==> src/ptt_pkg.sv <==
// Package: shared constants, codes and types of the push-to-talk floor block
`timescale 1ns / 1ps
package ptt_pkg;
	localparam int CLIENT_SLOTS_DEF = 64;
	localparam int GROUP_COUNT_DEF  = 32;
	localparam int MAX_RESULTS      = 64;
	localparam logic [15:0] TIMEOUT_RESET = 16'd300;
	localparam int GRP_W  = 5;
	localparam int SLOT_W = 8;

	localparam logic [2:0] OP_JOIN   = 3'd0;
	localparam logic [2:0] OP_BYE    = 3'd1;
	localparam logic [2:0] OP_PING   = 3'd2;
	localparam logic [2:0] OP_TALK   = 3'd3;
	localparam logic [2:0] OP_STATUS = 3'd4;
	localparam logic [2:0] OP_VOICE  = 3'd5;
	localparam logic [2:0] OP_TICK   = 3'd6;

	localparam logic [2:0] KIND_JOIN_ACK = 3'd0;
	localparam logic [2:0] KIND_PING_ACK = 3'd1;
	localparam logic [2:0] KIND_TALK_ACK = 3'd2;
	localparam logic [2:0] KIND_STAT_FWD = 3'd3;
	localparam logic [2:0] KIND_VOIC_FWD = 3'd4;

	typedef struct packed {
		logic             used;
		logic [31:0]      ident;
		logic [GRP_W-1:0] grp;
	} cell_t;

	typedef struct packed {
		logic              take;
		logic              refresh;
		logic              drop;
		logic              tick;
		logic [GRP_W-1:0]  grp;
		logic [SLOT_W-1:0] owner;
		logic [31:0]       mask;
	} floor_cmd_t;
endpackage

==> src/ptt_cell.sv <==
// One client slot cell of the rotating slot ring
`timescale 1ns / 1ps
module ptt_cell import ptt_pkg::*; (
	input  logic  clk,
	input  logic  arst_n,
	input  logic  shift,
	input  cell_t nxt,
	output cell_t cur
);
	cell_t cell_q;

	always_ff @(posedge clk or negedge arst_n) begin
		if (!arst_n) begin
			cell_q <= '0;
		end else if (shift) begin
			cell_q <= nxt;
		end
	end

	assign cur = cell_q;
endmodule

==> config.mk <==
export PLATFORM = sky130hd
export DESIGN_NAME = ptt_cell
export DESIGN_NICKNAME = d
export VERILOG_FILES = /design/src/ptt_pkg.sv /design/src/ptt_cell.sv
export SDC_FILE = /design/constraint.sdc
export NUM_CORES = 1
export LEC_CHECK = 0
export ABC_AREA = 1
export BUFFER_PORTS_ARGS = -buffer_cell sky130_fd_sc_hd__buf_2
export CAP_MARGIN = 20
export CORE_MARGIN = 5
export CORE_UTILIZATION = 47
export DETAILED_ROUTE_END_ITERATION = 12
export GPL_TIMING_DRIVEN = 0
export PLACE_DENSITY = 0.83
export SYNTH_ARGS = -nofsm -noshare
export SYNTH_HDL_FRONTEND = slang
export SYNTH_SLANG_ARGS = --single-unit
export TNS_END_PERCENT = 5
==> constraint.sdc <==
create_clock -name clk -period 0.9 [get_ports clk]
set_input_delay 0 -clock clk [delete_from_list [all_inputs] [get_ports clk]]
set_output_delay 0 -clock clk [all_outputs]
set_load 0.01 [all_outputs]
# Word-level counts from Yosys, hierarchy flattened
# Cells that the tools add are included.
[word_totals]
reg_bits = 38
inputBits = 41
output_inout_bits = 38

# Logic depth before layout (Yosys ltp)
[depth]
depth_word = 0
mapped_depth = 5

# Least setup slack after synthesis
# No wires, ideal clock.
[synth_path]
path_kind = "flip-flop to flip-flop"
start = "register, netlist name cur[0]"
end = "register cell_q, in the netlist cur[0]"
setup_ns = 0.117
arrival_time_ns = 0.499
slack_ns = 0.285
stages_incl_launch_ff = 3
period_less_slack_ns = 0.615
cell_sequence = "dfrtp_1 nand2_1 nand2_1"
[synth_rtl]
columns = ["element", "line", "text"]
rows = [
  ["end signal: assignment", "ptt_cell.sv:16", "cell_q <= nxt;"],
  ["end: declaration", "ptt_cell.sv:10", "cell_t cell_q;"],
]

# Worst setup path after layout
[layout_path]
start = "register cell_q, in the netlist cur[30]"
end = "output cur[30] (netlist bit)"
[layout_rtl]
columns = ["element", "line", "text"]
rows = [
  ["end: declaration", "ptt_cell.sv:8", "output cell_t cur"],
]
# No word-level cell between the ends.

==> results.yml <==
worst_hold_path:
  min_path_type: "in -> reg"
  holdPathEnd: "cur[7]$_DFFE_PN0P_"
  whs_path_depth: 4
  min_from: "shift"
clock_tree:
  cts_sinks: 38
  cts_tree: "done"
  clk_path_buf_depth: 2
  post_cts_buffers: 0
  root_buffer: "clkbuf_4"
  clk_pin_slew_worst_paths_ns: 0.10
  htreeDepth: 2
  clk_latency_ns: 0.33
  cts_made_buffers: 5
synthesis:
  ys_seq_area_share_pct: 65.46
  synth_cell_types: 6
  synth_nets: 202
  synth_seq_cells: 38
  synthCells: 161
  yosysTopAreaCell: "dfrtp_1"
  synthTopCellsByArea: "dfrtp_1 (65%), nand2_1 (29%), buf_6 (3.1%)"
  yosys_warnings: 0
  netlist_area_um2: 1453
  synth.avg_cell_area_um2: 9.023
  synth.top_cell.area_share_pct: 65.46
sta:
  worst_slew_pin_slew_ns: 0.5050
  rsz0062_at_grt: "yes"
  period_share_pct: 98.45
  maxSlewHeadroom_pct: 66.34
  final-setup-viol-count: 0
  hold_viol: 0
  period_minus_slack_ns: 0.8861
  fin_skew_ns: 0
  max_freq_ghz: 1.129
  drv_slew: 0
  hold_ws_ns: 0.09637
  final.setup.tns_ns: 0
cells_and_area:
  syn_to_final_growth_pct: 61.58
  fillers: 220
  largest_reg_flops: 38
  final_layout_size_suffix_gt1_share_pct: 32.75
  final_common_cell: "nand2_1"
  final_core_util_pct: 78.17
  fin_cells: 317
  layout_common_cells: "nand2_1 (114), buf_2 (76), dlygate4sd3_1 (39)"
  antennaDiodeCount: 0
  final_nets: 326
placement:
  place_congestion: 0.6907
  io_buffers: 78
  place_inst: 272
  dp_hpwl_um: 2523
setup_path:
  critPathLaunchType: "flop"
  endpoint_kind: "output pin"
  path_cells: "buf_2"
  slowest_delay_ns: 0.41
  required_ns: 0.90
  reg2reg_slack_ns: 0.25
  critPathKind: "reg -> out"
  timing.rr.end: "cur[30]$_DFFE_PN0P_"
  arrival_ns: 0.89
  crit_buf_inv: 1
  reg2regPathDepth: 2
  r2r-start: "cur[30]$_DFFE_PN0P_"
  slowest_stage: "dfrtp_1"
  worst-path-max-fanout: 2
  critical-path-top-delay-family: "flip-flops"
global_routing:
  track_usage_pct: 22.49
  gr-total-overflow: 0
  grt_start_max_net_pins: 39
  grt_antenna_before_repair: 0
  grt_pass1_wl_um: 7176
  grt_pass1_vias: 1563
detailed_routing:
  num_vias: 1488
  drt-initial-drc-count: 55
  ant_nets: 0
  routed_wl_um: 4212
  drc: 0
  routedWlPerCell_um: 13.29
  dr.pass1.iters: 4
  vias_per_cell: 4.694
floorplan:
  ios: 79
  dieArea_um2: 4303
  initial_utilization_pct: 48.37
  die_x_um: 65.60
  coreArea_um2: 3003
  dieHeight_um: 65.60
  num_rows: 20
flow_run:
  max_cap_violations: 0
pwr:
  finalPower_mw: 3.528
  ir_drop_uv: 958.0
  p_per_area_nw_per_um2: 1503
  leakage_nw: 1.358
status:
  outcome: "completed"
==> worst max-delay path by stage <==
stage                        startpoint                  end  slack (ns)  cells past startpoint
floorplan            cur[0]$_DFFE_PN0P_   cur[0]$_DFFE_PN0P_        0.28                      2
global route        cur[23]$_DFFE_PN0P_              cur[23]       -0.04                      1
global placement                 arst_n  cur[24]$_DFFE_PN0P_        0.23                      1
CTS                 cur[17]$_DFFE_PN0P_              cur[17]       0.008                      1
detailed placement                shift  cur[32]$_DFFE_PN0P_        0.19                      6
finish              cur[30]$_DFFE_PN0P_              cur[30]        0.01                      1
==> cell type report <==
cell class / count / area, um^2 / share of cell area, %
Tap cell: 33 / 41.29 / 1.759
Multi-Input combinational cell: 114 / 427.9 / 18.23
Inverter: 1 / 3.754 / 0.1599
Timing Repair Buffer: 117 / 802.0 / 34.17
Buffer: 8 / 70.07 / 2.985
Clock buffer: 6 / 51.30 / 2.186
Sequential cell: 38 / 950.9 / 40.51
==> power breakdown <==
group	switching (mW)	internal [mW]	total [mW]	leakage (nW)
clock	0.493	0.352	0.845	0.0302
sequential	0.0811	1.86	1.94	0.463
combinational	0.365	0.381	0.745	0.865
total	0.938	2.59	3.53	1.36
==> Yosys cell counts (all sizes together) <==
master,instances
nand2,114
dfrtp,38
buf,8
inv,1
==> logic make-up after synthesis <==
family        synth area share, %
flops                       65.46
buf+inv                     5.081
simple gates                29.46
==> routing by layer <==
metal  vias to the layer above  global-route usage [%]  wire length (um)
li1                        727                       -                 -
met1                       698                   22.99              1570
met2                        53                   42.98              2299
met3                        10                   6.496               247
met4                         0                   7.772                95
met5                         -                       0                 0
==> worst min-delay path: stages <==
cell and delay, ns:
buf_2 0.12, buf_4 0.17, nand2_1 0.06, nand2_1 0.04
==> timing repair <==
item,in CTS,in global routing
setup endpoints to repair,0,71
hold endpoints to repair,76,0
hold buffers,39,0
gates resized for setup,0,4
==> stage by stage <==
step	area, um^2	setup WS [ns]
detailed placement	1884	0.1904
global route	2347	-0.04430
floorplan	1453	0.2848
finish	2347	0.01393
CTS	2326	0.007661
global placement	1884	0.2263
Power figures use the tool's default switching activity.
