--- src/ptt_pkg.sv ---
// Package: shared constants, codes and types of the push-to-talk floor block
`timescale 1ns / 1ps
package ptt_pkg;
	localparam int CLIENT_SLOTS_DEF = 64;
	localparam int GROUP_COUNT_DEF  = 32;
	localparam int MAX_RESULTS      = 64;
	localparam logic [15:0] TIMEOUT_RESET = 16'd300;
	localparam int GRP_W  = 5;
	localparam int SLOT_W = 8;

	localparam logic [2:0] OP_JOIN   = 3'd0;
	localparam logic [2:0] OP_BYE    = 3'd1;
	localparam logic [2:0] OP_PING   = 3'd2;
	localparam logic [2:0] OP_TALK   = 3'd3;
	localparam logic [2:0] OP_STATUS = 3'd4;
	localparam logic [2:0] OP_VOICE  = 3'd5;
	localparam logic [2:0] OP_TICK   = 3'd6;

	localparam logic [2:0] KIND_JOIN_ACK = 3'd0;
	localparam logic [2:0] KIND_PING_ACK = 3'd1;
	localparam logic [2:0] KIND_TALK_ACK = 3'd2;
	localparam logic [2:0] KIND_STAT_FWD = 3'd3;
	localparam logic [2:0] KIND_VOIC_FWD = 3'd4;

	typedef struct packed {
		logic             used;
		logic [31:0]      ident;
		logic [GRP_W-1:0] grp;
	} cell_t;

	typedef struct packed {
		logic              take;
		logic              refresh;
		logic              drop;
		logic              tick;
		logic [GRP_W-1:0]  grp;
		logic [SLOT_W-1:0] owner;
		logic [31:0]       mask;
	} floor_cmd_t;
endpackage

--- src/ptt_floor.sv ---
// Per-group floor table: holder, age, target mask, tick aging
`timescale 1ns / 1ps
module ptt_floor import ptt_pkg::*; #(
	parameter int CLIENT_SLOTS = CLIENT_SLOTS_DEF,
	parameter int GROUP_COUNT  = GROUP_COUNT_DEF
) (
	input  logic             clk,
	input  logic             arst_n,
	input  floor_cmd_t       cmd,
	input  logic [15:0]      timeout,
	input  logic [GRP_W-1:0] head_grp,
	output logic             head_held,
	input  logic [GRP_W-1:0] src_grp,
	output logic             src_held,
	output logic [31:0]      src_mask
);
	localparam int GW = $clog2(GROUP_COUNT);
	localparam int SW = (CLIENT_SLOTS > 1) ? $clog2(CLIENT_SLOTS) : 1;

	logic [GROUP_COUNT-1:0] held_q;
	logic [15:0]            age_q   [GROUP_COUNT];
	logic [SW-1:0]          owner_q [GROUP_COUNT];
	logic [31:0]            mask_q  [GROUP_COUNT];

	assign head_held = held_q[head_grp[GW-1:0]];
	assign src_held  = held_q[src_grp[GW-1:0]];
	assign src_mask  = mask_q[src_grp[GW-1:0]];

	always_ff @(posedge clk or negedge arst_n) begin
		if (!arst_n) begin
			held_q <= '0;
			for (int g = 0; g < GROUP_COUNT; g++) age_q[g] <= '0;
		end else begin
			for (int g = 0; g < GROUP_COUNT; g++) begin
				if (cmd.grp[GW-1:0] == GW'(g) && (cmd.take || cmd.refresh)) begin
					age_q[g] <= '0;
					if (cmd.take) held_q[g] <= 1'b1;
				end else if (cmd.grp[GW-1:0] == GW'(g) && cmd.drop) begin
					held_q[g] <= 1'b0;
					age_q[g]  <= '0;
				end else if (cmd.tick && held_q[g]) begin
					// saturate, then release once past the timeout
					if (age_q[g] != 16'hffff && age_q[g] >= timeout) begin
						held_q[g] <= 1'b0;
						age_q[g]  <= '0;
					end else if (age_q[g] == 16'hffff && age_q[g] > timeout) begin
						held_q[g] <= 1'b0;
						age_q[g]  <= '0;
					end else if (age_q[g] != 16'hffff) begin
						age_q[g] <= age_q[g] + 16'd1;
					end
				end
			end
		end
	end

	always_ff @(posedge clk) begin
		for (int g = 0; g < GROUP_COUNT; g++) begin
			if (cmd.take && cmd.grp[GW-1:0] == GW'(g)) begin
				owner_q[g] <= cmd.owner[SW-1:0];
				mask_q[g]  <= cmd.mask;
			end else if (cmd.take && held_q[g] && owner_q[g] == cmd.owner[SW-1:0]) begin
				// holder slot got a new target mask
				mask_q[g] <= cmd.mask;
			end
		end
	end
endmodule

--- config.mk ---
export PLATFORM = sky130hd
export DESIGN_NAME = ptt_floor
export DESIGN_NICKNAME = d
export VERILOG_FILES = /design/src/ptt_pkg.sv /design/src/ptt_floor.sv
export SDC_FILE = /design/constraint.sdc
export NUM_CORES = 2
export LEC_CHECK = 0
export CAP_MARGIN = 5
export CORE_MARGIN = 8
export CORE_UTILIZATION = 50
export CTS_CLUSTER_SIZE = 24
export DETAILED_ROUTE_END_ITERATION = 6
export DONT_BUFFER_PORTS = 1
export GPL_TIMING_DRIVEN = 0
export SLEW_MARGIN = 15
export SYNTH_ARGS = -nofsm -noshare
export SYNTH_HDL_FRONTEND = slang
export SYNTH_SLANG_ARGS = --single-unit
--- constraint.sdc ---
create_clock -name clk -period 7.8 [get_ports clk]
set_input_delay 1.56 -clock clk [delete_from_list [all_inputs] [get_ports clk]]
set_output_delay 1.56 -clock clk [all_outputs]
set_load 0.005 [all_outputs]
* After elaboration in Yosys (flattened, before gate mapping)
Memories as Yosys holds them, arrays and structs flattened.
Index checks and enable logic that the tools add are counted.
** Storage, ports and cells
- Flip-flop bits (word level) :: 544
- Latch bits :: 0
- Memory bits (writable) :: 1216
- ROM bits :: 0
- Input port bits :: 77
- Output and inout port bits :: 34
- Logic and storage cells :: 1446
- Memories :: 2
** Operators by class
- Add/sub/neg operators :: 32
- Multipliers :: 0
- Divide/modulo/power cells :: 0
- Magnitude comparators :: 66
- Equality and inequality tests :: 159
- Shift operators :: 0
- Multiplexer cells :: 642
- Bitwise logic cells :: 32
- Reductions and logical operators :: 449
** Memories
- mask_q :: words 32, bits a word 32, read ports 1, clocked after memory_dff 0, write ports 32, line ptt_floor.sv:23 : logic [31:0] mask_q [GROUP_COUNT];
- owner_q :: words 32, bits a word 6, read ports 32, clocked after memory_dff 0, write ports 1, line ptt_floor.sv:22 : logic [SW-1:0] owner_q [GROUP_COUNT];
** Operator list (count)
- $mux 16 :: 192
- $mux 32 :: 32
- $add 16x1->16 const B :: 32
- $eq 16x16->1 const B :: 32
- $ge 16x16->1 :: 32
- $gt 16x16->1 :: 32
- $ne 16x16->1 const B :: 32
- $mux 1 :: 354
- $logic_and 1x1->1 :: 256
- $eq 6x6->1 :: 32
- $mux 6 :: 31
- $reduce_or 6->1 :: 31
- $reduce_bool 5->1 :: 32
- $mux 5 :: 31
- $reduce_bool 4->1 :: 32
- $reduce_and 3->1 :: 32
- $reduce_bool 3->1 :: 32
- $eq 5x5->1 const B :: 16
- $ne 2x2->1 const B :: 32
- $reduce_and 2->1 :: 32
- $eq 5x4->1 const B :: 8
- $or 1x1->1 :: 32
- $eq 5x3->1 const B :: 4
- $lt 5x6->1 const B :: 2
- other kinds (5) :: 7

* Longest topological paths before layout
- Depth after elaboration :: 36
- Depth in mapped cells :: 12
- Depth with buffers taken out :: 10

* Least setup slack after synthesis
OpenSTA, ideal clock, no wires.
- Path type :: input to output
- Start point :: input src_grp[0]
- End point :: output src_held
- Arrival time :: 3.739 ns
- Data required time :: 6.240 ns
- Path slack :: 2.501 ns
- Stages :: 6
- Buffers on the path :: 3
- Cells stage by stage :: clkbuf_1 -> clkbuf_1 -> clkbuf_1 -> mux4_2 -> mux4_2 -> mux2_2
** Between the ends
- Longest elaborated chain between the ends :: 2
** Ends and longest elaborated chain
- start, declared :: line ptt_floor.sv:13 : input logic [GRP_W-1:0] src_grp,
- $bmux 1 s5 :: line ptt_floor.sv:26 : assign src_held = held_q[src_grp[GW-1:0]];
- $mux 1 (not written as such) :: line ptt_floor.sv:26
- end, declared :: line ptt_floor.sv:14 : output logic src_held,
No other way between the ends. The select of a mux whose other input is x is not followed.

* Worst setup path in the final report
- Start point :: input src_grp[1]
- End point :: output src_held
The elaborated chain is that of the path after synthesis.

==> impl_metrics.csv <==
group,metric,value,unit
worst_setup_path,crit_required,6240,ps
grt,grt_pass1_wl,381000,um
clock_tree,postCtsHoldBufs,0,
floorplan,fp.dieW,437,um
synthesis,synthArstFlopShare,30.9,%
power,p_leak,0.0370,uW
floorplan,floorplan.io_pins,111,
worst_setup_path,worstSetupStartpoint,"src_grp[1]",
worst_setup_path,ff2ff_path_depth,9,
timing,rsz0062_at_grt,"no",
timing,finalMaxSlewViolations,0,
worst_setup_path,path_class,"in2out",
grt,grt_pass1_vias,58405,
finish,area_delta_synth_final,11.9,%
timing,finalSetupTns,0,ps
synthesis,synthTopCellsByArea,"edfxtp_1 (41%), dfrtp_1 (15%), mux4_2 (8.6%)",
drt,firstDrtPassIters,6,
worst_setup_path,setup.worst_path.start_class,"input port",
synthesis,syn_avg_cell_area,13.1,um^2
timing,post-route-min-period,6230,ps
clock_tree,cts_max_level,4,
worst_setup_path,rr_endpoint,"age_q[446]$_DFFE_PN0P_",
clock_tree,cts_buffers,187,
timing,fin_crit_sh,79.9,%
grt,grt.overflow.total,0,
finish,fin_cells,9520,
drt,drt_iter0_markers,5861,
place,place_inst,9163,
timing,skew,62.5,ps
clock_tree,cts.sink_count,1760,
grt,grt_max_degree,545,
synthesis,yosysMostFrequentCell,"edfxtp_1",
timing,max_slew_margin,13.0,%
synthesis,synth_common_cells,"edfxtp_1 (1216), dfrtp_1 (544), ha_1 (544)",
synthesis,ys_seq_area_share,56.6,%
run,cap_violations,0,
floorplan,start_util,50.3,%
synthesis,synth_top_area_share,41.2,%
synthesis,synthCells,6779,
clock_tree,cts.root.buffer_cell,"clkbuf_16",
grt,grt_util_all_layers,26.3,%
synthesis,ys.flop_type,"edfxtp_1",
power,total_power,23000,uW
clock_tree,cts_buffer_depth,3,
clock_tree,postCtsSetupBuffers,0,
drt,ant_nets,0,
worst_setup_path,regToRegStartpoint,"age_q[446]$_DFFE_PN0P_",
drt,drt-total-wl,257000,um
worst_setup_path,critPathArrivalTime,4670,ps
hold_path,hp-class,"in2async",
timing,finalSetupViolCount,0,
floorplan,die-area,0.191,mm^2
clock_tree,cts_resized,0,
floorplan,core-area,0.176,mm^2
drt,vias,60172,
floorplan,num_rows,154,
place,hpwl,165000,um
synthesis,synth_edf_count,1216,
power,peakVddDrop,0.000193,V
floorplan,die_h,437,um
finish,drive_gt1_share,12.3,%
worst_setup_path,crit_path_end_kind,"output pin",
synthesis,synth.distinct_cells,90,
worst_setup_path,cp_max_fo,10,
synthesis,ys_ff_latch,1760,
drt,drt-vias-per-instance,6.32,
clock_tree,clk_pin_slew,60,ps
place,gp_congestion,0.851,
drt,wl_per_cell,27.0,um
power,powerDensity,232,mW/mm^2
place,port_buffers,0,
synthesis,yosysWarnings,0,
synthesis,syn_nets,7400,
timing,fmax,0.160,GHz
synthesis,netlist_area,0.0886,mm^2
timing,tightest_slew,1300,ps
worst_setup_path,reg2reg_slack,4380,ps
synthesis,yosys.area.top_type,"edfxtp_1",
clock_tree,clk_latency,860,ps
grt,antenna_found_initial,10,
status,status,"finished, final reports clean",
finish,nNetsFinal,7633,
drt,drc,0,
clock_tree,cts_tree,"done",
timing,finalHoldViolCount,0,
sequential cells by signal (all words and copies together) (netlist names):
register and flops:
age_q 512, mask_q 1024, owner_q 192, held_q 32
critical path, cell delays in order:
cell,delay (ps)
clkbuf_1,810
clkbuf_1,910
mux4_2,430
mux4_2,540
mux2_2,390
cells by family after synthesis:
group           after synthesis  synth area share, %
xor+xnor                    376                 3.72
flops                      1760                 56.6
fa+ha+maj                   544                 7.69
mux                         392                 9.29
simple gates               2170                 12.6
buf+inv                     334                 1.46
compound gates             1203                 8.63
how the worst max path moves through the flow:
stage                        endpoint  slack (ps)  depth (start not counted)
2_1_floorplan                src_held        2500                          6
3_3_place_gp   age_q[166]$_DFFE_PN0P_         920                         10
3_5_place_dp             src_mask[24]        1480                          6
4_1_cts                      src_held        1550                          5
5_1_grt                      src_held        1540                          5
6_report                     src_held        1570                          5
cells in the final DEF, fill, tap and decap left out, types with 23 or more instances in the layout:
| cell | n |
|---|---|
| o211ai_1 | 45 |
| buf_12 | 26 |
| and2_1 | 67 |
| nand2b_1 | 58 |
| a22o_1 | 24 |
| nand2_1 | 447 |
| clkbuf_16 | 188 |
| and3_1 | 153 |
| clkinv_2 | 45 |
| and4_1 | 33 |
| nor2_1 | 466 |
| o31ai_1 | 99 |
| mux2_2 | 39 |
| or2_2 | 26 |
| xor2_1 | 189 |
| nor3b_1 | 27 |
| buf_2 | 37 |
| nand4_1 | 238 |
| edfxtp_1 | 1216 |
| xnor2_1 | 187 |
| dfrtp_1 | 544 |
| nor4_1 | 75 |
| ha_1 | 544 |
| buf_1 | 25 |
| clkinv_1 | 27 |
| mux4_2 | 340 |
| o21ai_0 | 333 |
| o21a_4 | 31 |
| a21o_1 | 96 |
| a21oi_1 | 307 |
| nand3_1 | 252 |
| or3_1 | 60 |
| or4_1 | 23 |
| clkbuf_1 | 173 |
| nor2b_1 | 60 |
| a211oi_1 | 26 |
| inv_1 | 107 |
| a31oi_1 | 45 |
| nor3_1 | 120 |
metal layers:
layer	share of wire, %	track usage (%)
met1	43	36.7
met2	46	42.1
met3	7.4	4.59
met4	3.6	8.58
met5	0	0
power breakdown:
| part | internal [uW] | leakage [uW] | switching (uW) |
|---|---|---|---|
| Combinational | 1190 | 0.0157 | 1680 |
| Clock | 5140 | 0.00306 | 3950 |
| Sequential | 10400 | 0.0182 | 580 |
| Total | 16800 | 0.0370 | 6200 |
per-stage QoR:
step,hold slack (ps),cell area (um^2),worst slack (ps),util [%]
finish,466,99100,1570,56.3
global route,414,99100,1540,56.3
CTS,381,99100,1550,56.2
detailed placement,494,92800,1480,52.7
global placement,499,91500,924,51.9
floorplan,463,88600,2500,-
cell type report:
class / instances / area (um^2)
fill: 14296 / 77000
sequential: 1760 / 50100
multi-input combinational: 4685 / 37400
clock buffer: 240 / 5030
tap: 2340 / 2930
clock inverter: 111 / 1250
timing repair buffer: 44 / 1000
buffer: 212 / 865
inverter: 122 / 495
antenna: 6 / 15.0
(Power assumes the default switching activity.)
